[src/sv/olst_pkg.sv]
// Package for the ordered list store: sizes, payload structs, codes and
// the control group that the top level drives into every list cell.
// No dependencies.
`timescale 1ns / 1ps

package olst_pkg;

    localparam int CAPACITY   = 16;
    localparam int VALUE_BITS = 32;
    localparam int COUNT_BITS = $clog2(CAPACITY + 1);

    typedef logic signed [VALUE_BITS-1:0] value_t;
    typedef logic [COUNT_BITS-1:0]        count_t;

    // Most negative value: sign bit alone
    localparam value_t VALUE_MIN = value_t'({1'b1, {(VALUE_BITS-1){1'b0}}});

    typedef enum logic {
        OP_INSERT = 1'b0,
        OP_REMOVE = 1'b1
    } op_t;

    typedef enum logic [1:0] {
        COND_EQ = 2'd0,
        COND_LT = 2'd1,
        COND_GT = 2'd2
    } cond_t;

    typedef enum logic [1:0] {
        STATUS_DONE      = 2'd0,
        STATUS_NOT_FOUND = 2'd1,
        STATUS_FULL      = 2'd2
    } status_t;

    typedef struct packed {
        op_t    op;
        value_t value;
        cond_t  cond;
    } in_t;

    typedef struct packed {
        status_t status;
        count_t  count;
        logic    is_empty;
        value_t  largest_value;
    } out_t;

    // Control broadcast to every cell in the chain
    typedef struct packed {
        logic   ins_en;
        logic   rem_en;
        cond_t  cond;
        value_t ref_value;
    } olst_ctl_t;

endpackage

[src/sv/olst_cell.sv]
// One list cell: holds one entry, matches it against the reference,
// shifts toward either neighbor, and forwards a running maximum.
// Depends on olst_pkg.
`timescale 1ns / 1ps

module olst_cell (
    input  logic               aclk,
    input  olst_pkg::olst_ctl_t ctl,
    input  logic               occupied,
    input  olst_pkg::value_t   left_value,
    input  olst_pkg::value_t   right_value,
    input  logic               hit_in,
    output logic               hit_out,
    output olst_pkg::value_t   value_out,
    input  olst_pkg::value_t   left_max,
    output olst_pkg::value_t   max_out
);
    import olst_pkg::*;

    value_t value_reg;
    value_t value_next;
    value_t max_reg;
    value_t max_next;
    logic   match;

    // Compare the held entry with the reference value
    always_comb begin
        unique case (ctl.cond)
            COND_EQ: match = occupied && (value_reg == ctl.ref_value);
            COND_LT: match = occupied && (value_reg <  ctl.ref_value);
            COND_GT: match = occupied && (value_reg >  ctl.ref_value);
            default: match = 1'b0;
        endcase
    end

    // Hit seen at this cell or any cell nearer the front
    assign hit_out = hit_in | match;

    // Shift back on insert, close the gap at and behind the hit on remove
    always_comb begin
        priority if (ctl.ins_en) begin
            value_next = left_value;
        end else if (ctl.rem_en && hit_out) begin
            value_next = right_value;
        end else begin
            value_next = value_reg;
        end
    end

    // Running maximum, one cell further each cycle
    assign max_next = (occupied && (value_reg > left_max)) ? value_reg : left_max;

    always_ff @(posedge aclk) begin
        value_reg <= value_next;
        max_reg   <= max_next;
    end

    assign value_out = value_reg;
    assign max_out   = max_reg;

endmodule

[src/sv/ordered_list_store_core.sv]
// Top level of the ordered list store: handshakes, entry count, result
// register and the chain of olst_cell instances.
// Depends on olst_pkg and olst_cell.
//
//   Port group   Dir  Handshake           Payload
//   s_*          in   s_valid / s_ready   s_data (olst_pkg::in_t)
//   m_*          out  m_valid / m_ready   m_data (olst_pkg::out_t)
//
// When a transaction is accepted on the s_ side, the match across all cells
// and the shift of the entries take effect at that accepting edge.
// The largest value then ripples through the cell chain, one cell per cycle,
// while the sequencer counts scan_reg down from CAPACITY in ST_SCAN; at zero
// it posts the result and returns to ST_IDLE to accept the next transaction.
// s_ready is high while no transaction is in flight; the result register lets
// a new transaction in while the last result still waits for m_ready.
// A stalled result holds the next finished transaction in its scan state.
// Reset (aresetn low at a clock edge) empties the list and drops any result.
`timescale 1ns / 1ps

module ordered_list_store_core (
    input  logic            aclk,
    input  logic            aresetn,
    input  logic            s_valid,
    output logic            s_ready,
    input  olst_pkg::in_t   s_data,
    output logic            m_valid,
    input  logic            m_ready,
    output olst_pkg::out_t  m_data
);
    import olst_pkg::*;

    typedef enum logic {
        ST_IDLE,
        ST_SCAN
    } state_t;

    state_t    state_reg;
    count_t    count_reg;
    count_t    count_next;
    count_t    scan_reg;
    status_t   status_reg;
    status_t   status_next;
    logic      m_valid_reg;
    out_t      m_data_reg;
    logic      s_accept;
    logic      full;
    logic      hit_any;
    logic      post_result;
    olst_ctl_t ctl;

    logic   [CAPACITY-1:0] occupied;
    logic   [CAPACITY:0]   hit_chain;
    value_t                cell_value [CAPACITY];
    value_t                max_chain  [CAPACITY+1];

    assign s_ready  = (state_reg == ST_IDLE);
    assign s_accept = s_valid && s_ready;
    assign full     = (count_reg == count_t'(CAPACITY));
    assign hit_any  = hit_chain[CAPACITY];

    // Post a result when the scan is done and the output register is free
    assign post_result = (state_reg == ST_SCAN) && (scan_reg == '0) &&
                         (!m_valid_reg || m_ready);

    // Drive the cells only at the accepting edge
    always_comb begin
        ctl.ins_en    = s_accept && (s_data.op == OP_INSERT) && !full;
        ctl.rem_en    = s_accept && (s_data.op == OP_REMOVE);
        ctl.cond      = s_data.cond;
        ctl.ref_value = s_data.value;
    end

    // Work out status and new count of the transaction being accepted
    always_comb begin
        count_next  = count_reg;
        status_next = STATUS_DONE;
        unique case (s_data.op)
            OP_INSERT: begin
                if (full) begin
                    status_next = STATUS_FULL;
                end else begin
                    count_next = count_reg + count_t'(1);
                end
            end
            OP_REMOVE: begin
                if (hit_any) begin
                    count_next = count_reg - count_t'(1);
                end else begin
                    status_next = STATUS_NOT_FOUND;
                end
            end
            default: begin
                status_next = STATUS_DONE;
            end
        endcase
    end

    // Cell chain
    assign hit_chain[0] = 1'b0;
    assign max_chain[0] = VALUE_MIN;

    for (genvar i = 0; i < CAPACITY; i++) begin : g_cell
        value_t left_v;
        value_t right_v;

        assign occupied[i] = (count_t'(i) < count_reg);

        if (i == 0) begin : g_front
            assign left_v = s_data.value;
        end else begin : g_mid
            assign left_v = cell_value[i-1];
        end

        if (i == CAPACITY - 1) begin : g_back
            assign right_v = VALUE_MIN;
        end else begin : g_inner
            assign right_v = cell_value[i+1];
        end

        olst_cell u_cell (
            .aclk        (aclk),
            .ctl         (ctl),
            .occupied    (occupied[i]),
            .left_value  (left_v),
            .right_value (right_v),
            .hit_in      (hit_chain[i]),
            .hit_out     (hit_chain[i+1]),
            .value_out   (cell_value[i]),
            .left_max    (max_chain[i]),
            .max_out     (max_chain[i+1])
        );
    end

    // Sequencer: accept, wait for the maximum to reach the back, post result
    always_ff @(posedge aclk) begin
        if (!aresetn) begin
            state_reg   <= ST_IDLE;
            count_reg   <= '0;
            scan_reg    <= '0;
            status_reg  <= STATUS_DONE;
            m_valid_reg <= 1'b0;
        end else begin
            // Drop a taken result unless a new one replaces it this cycle
            if (m_valid_reg && m_ready && !post_result) begin
                m_valid_reg <= 1'b0;
            end
            unique case (state_reg)
                ST_IDLE: begin
                    if (s_accept) begin
                        count_reg  <= count_next;
                        status_reg <= status_next;
                        scan_reg   <= count_t'(CAPACITY);
                        state_reg  <= ST_SCAN;
                    end
                end
                ST_SCAN: begin
                    if (scan_reg != '0) begin
                        scan_reg <= scan_reg - count_t'(1);
                    end else if (post_result) begin
                        m_valid_reg              <= 1'b1;
                        m_data_reg.status        <= status_reg;
                        m_data_reg.count         <= count_reg;
                        m_data_reg.is_empty      <= (count_reg == '0);
                        m_data_reg.largest_value <= max_chain[CAPACITY];
                        state_reg                <= ST_IDLE;
                    end
                end
                default: begin
                    state_reg <= ST_IDLE;
                end
            endcase
        end
    end

    assign m_valid = m_valid_reg;
    assign m_data  = m_data_reg;

    // Checks
    a_count_bound: assert property (@(posedge aclk) disable iff (!aresetn)
        count_reg <= count_t'(CAPACITY))
        else $error("entry count beyond capacity");

    a_full_status: assert property (@(posedge aclk) disable iff (!aresetn)
        $rose(m_valid) |-> (m_data.status != STATUS_FULL) ||
                           (m_data.count == count_t'(CAPACITY)))
        else $error("full status with free cells");

    a_accept_scan: assert property (@(posedge aclk) disable iff (!aresetn)
        s_accept |=> (state_reg == ST_SCAN) && (scan_reg == count_t'(CAPACITY)))
        else $error("accepted transaction did not start a scan");

    a_count_step: assert property (@(posedge aclk) disable iff (!aresetn)
        !s_accept |=> $stable(count_reg))
        else $error("entry count changed without a transaction");

endmodule
[config.mk]
export PLATFORM = sky130hd
export DESIGN_NAME = ordered_list_store_core
export DESIGN_NICKNAME = d
export VERILOG_FILES = /design/src/sv/olst_pkg.sv /design/src/sv/olst_cell.sv /design/src/sv/ordered_list_store_core.sv
export SDC_FILE = /design/constraint.sdc
export NUM_CORES = 2
export LEC_CHECK = 0
export ABC_AREA = 1
export BUFFER_PORTS_ARGS = -buffer_cell sky130_fd_sc_hd__buf_4
export CAP_MARGIN = 20
export CORE_ASPECT_RATIO = 0.6
export CORE_MARGIN = 2
export CORE_UTILIZATION = 65
export CTS_BUF_LIST = sky130_fd_sc_hd__clkbuf_8
export DETAILED_ROUTE_END_ITERATION = 12
export PLACE_DENSITY = 0.79
export SLEW_MARGIN = 20
export SYNTH_ARGS = -nofsm -noshare
export SYNTH_HDL_FRONTEND = slang
export SYNTH_HIERARCHICAL = 1
export SYNTH_SLANG_ARGS = --single-unit
[constraint.sdc]
create_clock -name aclk -period 7.9 [get_ports aclk]
set_input_delay 0.79 -clock aclk [delete_from_list [all_inputs] [get_ports aclk]]
set_output_delay 0.79 -clock aclk [all_outputs]
set_load 0.01 [all_outputs]
## Word-level counts from Yosys, hierarchy flattened

Cells that the tools add are included.

- Flip-flop bits (word level): 1078
- Bits in latches: 0
- Bits in writable memories: 0
- Memory bits (read-only): 0
- Input bits: 39
- Output and inout bits: 42
- Word-level logic and storage cells: 345
- Memories: 0

- $add $sub $neg: 3
- Multiply operators: 0
- Divide/modulo/power cells: 0
- Order comparisons: 64
- Equal/unequal tests: 23
- Shifts and indexed selects: 0
- Multiplexer cells: 80
- Bitwise operators: 18
- Reductions and logical operators: 116

Operators by type and width:

| cell | count |
|---|---|
| 32-bit 2-to-1 mux | 47 |
| 32-bit > comparator | 31 |
| 32-bit == test | 16 |
| 32-bit less-than comparator | 16 |
| 1-bit logical AND | 88 |
| 1-bit case mux with 3 select lines | 16 |
| 4-bit by 5-bit less-than comparator with 1-bit output, first input constant | 8 |
| 32-bit > comparator, second input constant | 1 |
| 2-bit nonzero test | 16 |
| 3-bit by 5-bit less-than comparator with 1-bit output, first input constant | 4 |
| 5-bit 2-to-1 mux | 4 |
| 5-bit case mux with 2 select lines | 2 |
| 1-bit OR | 15 |
| 5-bit logical NOT | 2 |
| 1-bit by 5-bit less-than comparator with 1-bit output, first input constant | 2 |
| 2-bit by 5-bit less-than comparator with 1-bit output, first input constant | 2 |
| 5-bit by 1-bit subtractor with 5-bit output, second input constant | 2 |
| 1-bit 2-to-1 mux | 8 |
| 4-bit AND reduction | 2 |
| 2-bit by 1-bit inequality test with 1-bit output, second input constant | 3 |
| 5-bit by 1-bit adder with 5-bit output, second input constant | 1 |
| 5-bit == test, second input constant | 1 |
| 5-bit nonzero test | 1 |
| 2-bit case mux with 2 select lines | 1 |
| 10 further kinds | 15 |

## Logic depth before layout (Yosys ltp)

- Depth in word-level cells: 21
- Mapped depth: 55
- Mapped depth without buffers: 55

## Hierarchy

Netlist, hierarchy kept.

By module, submodules not included:

| module | times used | cells an instance | area each (um^2) |
|---|---|---|---|
| olst_cell | 16 | 562 | 4409.2 |
| ordered_list_store_core | 1 | 189 | 2168.3 |

## Worst setup path before layout

Ideal clock, no wire load.

- Path type: in2reg
- From: input s_data[33] (netlist bit)
- To: register g_cell[15].u_cell.value_reg[0], enable pin
- Setup time: 0.389 ns
- Arrival: 4.432 ns
- Required time: 7.511 ns
- Path slack: 3.078 ns
- Stages on the path: 43
- Buffers on the path: 0
- Cell sequence: inv_1 > ha_1 > nand2_1 > nor2_1 > nand2_1 > nor3b_1 > nor3b_1 > nor2_1 > nor3_1 > nand2_1 > nand2_1 > inv_1 > nand2_1 > inv_1 > nand2_1 > inv_1 > nand2_1 > inv_1 > [7 not listed] > inv_1 > nand2_1 > inv_1 > nand2_1 > inv_1 > nand2_1 > inv_1 > nand2_1 > inv_1 > nand2_1 > inv_1 > nand2_1 > inv_1 > nand2_1 > inv_1 > nand2_1 > nand2_1 > nand2_1

- Word-level cells in the longest chain between the ends: 20

RTL lines:

| item | RTL line | source |
|---|---|---|
| start, declared | ordered_list_store_core.sv:25 | `input olst_pkg::in_t s_data,` |
| 32-bit > comparator (tied with other cells) | olst_cell.sv:31 | `COND_GT: match = occupied && (value_reg > ctl.ref_value);` |
| 1-bit logical AND, on equally long branches | olst_cell.sv:31, olst_cell.sv:29, olst_cell.sv:30 |  |
| 1-bit case mux with 3 select lines (*) | olst_cell.sv:28 | `unique case (ctl.cond)` |
| via hit_chain[1] | ordered_list_store_core.sv:52 | `logic [CAPACITY:0] hit_chain;` |
| 1-bit OR (*) | olst_cell.sv:37 | `assign hit_out = hit_in \| match;` |
| via hit_chain[2] | ordered_list_store_core.sv:52 |  |
| 1-bit OR (*) | olst_cell.sv:37 |  |
| via hit_chain[3] | ordered_list_store_core.sv:52 |  |
| [1 not listed] | - |  |
| via hit_chain[4] | ordered_list_store_core.sv:52 |  |
| [1 not listed] | - |  |
| via hit_chain[5] | ordered_list_store_core.sv:52 |  |
| [1 not listed] | - |  |
| via hit_chain[6] | ordered_list_store_core.sv:52 |  |
| [1 not listed] | - |  |
| via hit_chain[7] | ordered_list_store_core.sv:52 |  |
| [1 not listed] | - |  |
| via hit_chain[8] | ordered_list_store_core.sv:52 |  |
| [1 not listed] | - |  |
| via hit_chain[9] | ordered_list_store_core.sv:52 |  |
| [1 not listed] | - |  |
| via hit_chain[10] | ordered_list_store_core.sv:52 |  |
| [1 not listed] | - |  |
| via hit_chain[11] | ordered_list_store_core.sv:52 |  |
| [1 not listed] | - |  |
| via hit_chain[12] | ordered_list_store_core.sv:52 |  |
| [1 not listed] | - |  |
| via hit_chain[13] | ordered_list_store_core.sv:52 |  |
| 1-bit OR (*) | olst_cell.sv:37 |  |
| via hit_chain[14] | ordered_list_store_core.sv:52 |  |
| 1-bit OR (*) | olst_cell.sv:37 |  |
| via hit_chain[15] | ordered_list_store_core.sv:52 |  |
| 1-bit OR (*) | olst_cell.sv:37 |  |
| via hit_any | ordered_list_store_core.sv:47 | `logic hit_any;` |
| 1-bit logical AND (*) | olst_cell.sv:43 | `end else if (ctl.rem_en && hit_out) begin` |
| 2-bit nonzero test (no source line) (*) | - |  |
| end signal, assigned | olst_cell.sv:54 | `value_reg <= value_next;` |
| end, declared | olst_cell.sv:20 | `value_t value_reg;` |

Mark *: on every way through the listed nets, which the timed path passes. The rest lies on a longest branch.
A chain may end at the register's enable or synchronous reset.

## Worst setup path in the final report

- From: register g_cell[3].u_cell.value_reg[27]
- To: register g_cell[15].u_cell.value_reg[1], enable pin

- Word-level cells in the longest chain between the ends: 18

RTL lines:

| item | RTL line |
|---|---|
| start, declared | olst_cell.sv:20 |
| start signal, assigned | olst_cell.sv:54 |
| 32-bit > comparator (tied with other cells) | olst_cell.sv:31 |
| 1-bit logical AND, on equally long branches | olst_cell.sv:31, olst_cell.sv:29, olst_cell.sv:30 |
| 1-bit case mux with 3 select lines (*) | olst_cell.sv:28 |
| 1-bit OR (*) | olst_cell.sv:37 |
| via hit_chain[4] | ordered_list_store_core.sv:52 |
| 1-bit OR (*) | olst_cell.sv:37 |
| via hit_chain[5] | ordered_list_store_core.sv:52 |
| 1-bit OR (*) | olst_cell.sv:37 |
| via hit_chain[6] | ordered_list_store_core.sv:52 |
| [1 not listed] | - |
| via hit_chain[7] | ordered_list_store_core.sv:52 |
| [1 not listed] | - |
| via hit_chain[8] | ordered_list_store_core.sv:52 |
| [1 not listed] | - |
| via hit_chain[9] | ordered_list_store_core.sv:52 |
| [1 not listed] | - |
| via hit_chain[10] | ordered_list_store_core.sv:52 |
| [1 not listed] | - |
| via hit_chain[11] | ordered_list_store_core.sv:52 |
| [1 not listed] | - |
| via hit_chain[12] | ordered_list_store_core.sv:52 |
| [1 not listed] | - |
| via hit_chain[13] | ordered_list_store_core.sv:52 |
| 1-bit OR (*) | olst_cell.sv:37 |
| via hit_chain[14] | ordered_list_store_core.sv:52 |
| 1-bit OR (*) | olst_cell.sv:37 |
| via hit_chain[15] | ordered_list_store_core.sv:52 |
| 1-bit OR (*) | olst_cell.sv:37 |
| via hit_any | ordered_list_store_core.sv:47 |
| 1-bit logical AND (*) | olst_cell.sv:43 |
| 2-bit nonzero test (no source line) (*) | - |

Marks and branches as above.

==> results by group <==
Clock network
  – Clk slew on worst S/H paths: approximately 0.06 ns
  – Root Driver: clkbuf_8
  – Clock latency at the later pin of the worst-skew pair: 0.92 ns
  – H-tree depth: 4
  – Max Buffers Root-to-Sink: 3
  – # Post-CTS Setup Buffers: 0
  – Num Clock Sinks: 1078
  – CTS tree: built
  – Post-CTS Resized: 0
  – Inserted Clock Buffers: between 150 and 200
  – Hold Buf Count CTS: 0

Outcome
  – Outcome: finished, final reports clean

Timing
  – Final Max Tran Viols: 0
  – Total negative setup slack: 0 ns
  – Final setup violation count: 0
  – Final hold violation count: 0
  – Slew margin rel.: 0.107
  – Fmax: 164 MHz
  – RSZ-0062 raised after global routing: false
  – Final worst path period share: 0.772
  – Measured slew at the worst slew-check pin: 1.32 ns
  – Final hold slack: 0.171 ns
  – Worst Skew: 0.0383 ns
  – Final worst path period need: around 6.1 ns

Global routing
  – Initial antenna violation count: 3
  – Largest net degree at the start of global routing: 117
  – Met1 Use GR: 0.530
  – Global routing usage on met3: 0.0881
  – All-Layer GR Usage: 0.343
  – Grt ovf: 0
  – GR peak layer: met1
  – Vias in the first global route: approximately 59k
  – First-pass GRT wire length: between 300000 and 400000 um
  – Met2 GRT Util: 0.470

Drt
  – Initial drt markers: 7548
  – Post-route ant nets: 0
  – Vias: 61.8k
  – DRT Wirelength: ~200000 um
  – Drt pass-1 iters: 6
  – Drc violations: 0
  – WL per Instance: between 15 and 20 um
  – Vias per cell: 5.62

Worst hold path
  – Hold path start: m_ready
  – Hold path endpoint: m_valid
  – Hold-critical path depth: 4
  – Hold crit path type: in -> reg

Synth
  – Post-synthesis sequential area ratio: 0.373
  – Yosys reg bits: around 1.1k
  – Post-synth top cells: 3018 x nand2_1, 1910 x inv_1, 1078 x ha_1
  – Most frequent cell after synthesis: nand2_1
  – Mapped cell area: 72700 sq um
  – Yosys top cell by area: edfxtp_1
  – Post-synth EDFFs: 552
  – Synth Area per Inst: 7.92 sq um
  – Synth area leaders: edfxtp_1 23%, ha_1 19%, nand2_1 16%
  – YS warnings: 6
  – Yosys cell types: 38
  – Post-synth top flop: edfxtp_1
  – Synth async-reset ratio: 0
  – Post-Synthesis Cells: just over 9k
  – Top cell type's share of synthesized area: 0.228

Pwr
  – Switching pwr: 9240 uW
  – Power per standard cell area: 292 nW/um^2
  – Clock power share: 0.215
  – Gate power share: 0.390
  – Int Power: 13500 uW
  – Reg power frac: 0.395
  – Worst VDD drop: 0.189 mV
  – Leak: around 0.042 uW
  – Sw frac: 0.407

Setup path
  – WP buf/inv: 13
  – Setup crit end kind: register
  – Largest stage delay, worst path: 0.96 ns
  – Largest delay share family, worst path: simple AND/OR/NAND/NOR gates
  – CP max stage cell: nor3b_1
  – CP Data Arrival Time: between 6 and 7 ns
  – Reg2Reg Setup Slack: around 1.8 ns
  – Crit path required time: 8.43 ns
  – Reg2Reg Depth: 37
  – Startpoint types: register
  – RR Endpoint: g_cell[15].u_cell/value_out[1]
  – WS Path Type: reg -> reg
  – Worst-path maximum fanout: 32
  – RR Startpoint: g_cell[3].u_cell/value_out[27]
  – Crit path top cell by count: nand2_1

Flow run
  – Number of max-cap violations: 0

Floorplanning
  – Top Ports: 81
  – Initial Utilization: 0.659
  – CORE AREA: 110000 sq um
  – Die X: 436 um
  – Die area: roughly 110000 sq um
  – Die Y: roughly 260 um
  – Rows: 94

Final layout
  – Fillers: around 8.7k
  – Nets: about 10k
  – Layout cells sized above 1: 0.102
  – Synthesis-to-layout area growth: 7.11%

Placed design
  – Port Buffer Count: 80
  – RePlAce Congestion: 0.920
  – Post-DP HPWL: 154000 um
==> worst max-delay path by stage <==
stage                                         startpoint                             end  slack (ns)  cells after the start
after floorplan                               s_data[33]  g_cell[15].u_cell/value_out[0]        3.08                     43
after global placement                        s_data[33]  g_cell[15].u_cell/value_out[5]        1.70                     41
after detailed placement                      s_data[29]  g_cell[15].u_cell/value_out[4]        1.65                     39
after CTS                 g_cell[3].u_cell/value_out[27]  g_cell[15].u_cell/value_out[4]        2.23                     37
after global routing      g_cell[3].u_cell/value_out[31]  g_cell[15].u_cell/value_out[4]        1.60                     37
final                     g_cell[3].u_cell/value_out[27]  g_cell[15].u_cell/value_out[1]        1.80                     37
==> per-stage QoR <==
| stage | instances | setup WS, ns | power [uW] | cell area (sq um) | utilization |
|---|---|---|---|---|---|
| after floorplan | 9276 | 3.08 | 15200 | 73100 | - |
| after global routing | 11000 | 1.60 | 24300 | 77900 | 0.706 |
| after detailed placement | 10700 | 1.65 | 17600 | 74500 | 0.675 |
| after CTS | 11000 | 2.23 | 22500 | 77800 | 0.706 |
| after global placement | 10700 | 1.70 | 17000 | 74400 | 0.675 |
| final | 11000 | 1.80 | 22700 | 77900 | 0.706 |
==> cells by family (layout without fill, tap and decap cells) <==
logic type	after synthesis	after routing	synth area share
simple gates	3639	3639	0.204
buf+inv	2124	2353	0.120
compound gates	1258	1258	0.117
fa+ha+maj	1078	1078	0.185
flops	1078	1078	0.373
other cells	2	98	0.000103
xor+xnor	2	2	0.000241
==> layout by cell type (no fill, tap or decap), types with 10 or more instances in the layout <==
| cell type | synthesis | layout |
|---|---|---|
| a21o_1 | 32 | 32 |
| a21oi_1 | 492 | 492 |
| a31o_2 | 16 | 16 |
| buf_4 | 1 | 132 |
| clkbuf_8 | 0 | 203 |
| clkinv_1 | 0 | 15 |
| clkinv_2 | 0 | 22 |
| conb_1 | 2 | 97 |
| dfxtp_1 | 526 | 526 |
| edfxtp_1 | 552 | 552 |
| ha_1 | 1078 | 1078 |
| inv_1 | 1910 | 1959 |
| nand2_1 | 3018 | 3018 |
| nand3_1 | 222 | 222 |
| nand3_4 | 17 | 17 |
| nand4_1 | 48 | 48 |
| nor2_1 | 214 | 213 |
| nor3_1 | 18 | 18 |
| nor3b_1 | 32 | 32 |
| nor3b_2 | 16 | 16 |
| nor4_1 | 16 | 16 |
| nor4_2 | 16 | 16 |
| nor4b_1 | 16 | 10 |
| o211ai_1 | 16 | 16 |
| o21a_1 | 48 | 48 |
| o21ai_0 | 140 | 140 |
| o21ai_2 | 512 | 512 |
==> per-layer routing <==
metal  routed length, um  part of all wire
met5                  13          0.000065
met4                3830             0.019
met3               27100              0.13
met2               78300              0.39
met1               91600              0.46
==> power groups by stage <==
stage / Combinational [uW] / Clock [uW] / Sequential (uW)
2_1_floorplan: 6560 / 0 / 8620
3_3_place_gp: 7990 / 0 / 9020
3_5_place_dp: 8550 / 0 / 9030
4_1_cts: 8630 / 4940 / 8940
5_1_grt: 9950 / 5160 / 9150
6_report: 8870 / 4880 / 8970
==> final cells by class <==
type	instances	area [sq um]	share of cell area
Timing Repair Buffer	134	1030	0.0132
Sequential cell	1078	27100	0.348
Tap cell	1488	1860	0.0239
Inverter	1913	7190	0.0923
Clock inverter	103	596	0.00765
Clock buffer	203	2790	0.0359
Antenna cell	1	2.50	0.0000321
Multi-Input combinational cell	6074	37300	0.479
==> tightest hold or removal path, cell delays in order <==
cell and delay (ns):
buf_4 0.07, inv_1 0.03, nand2_1 0.07, a21oi_1 0.06
(Power assumes the default switching activity.)
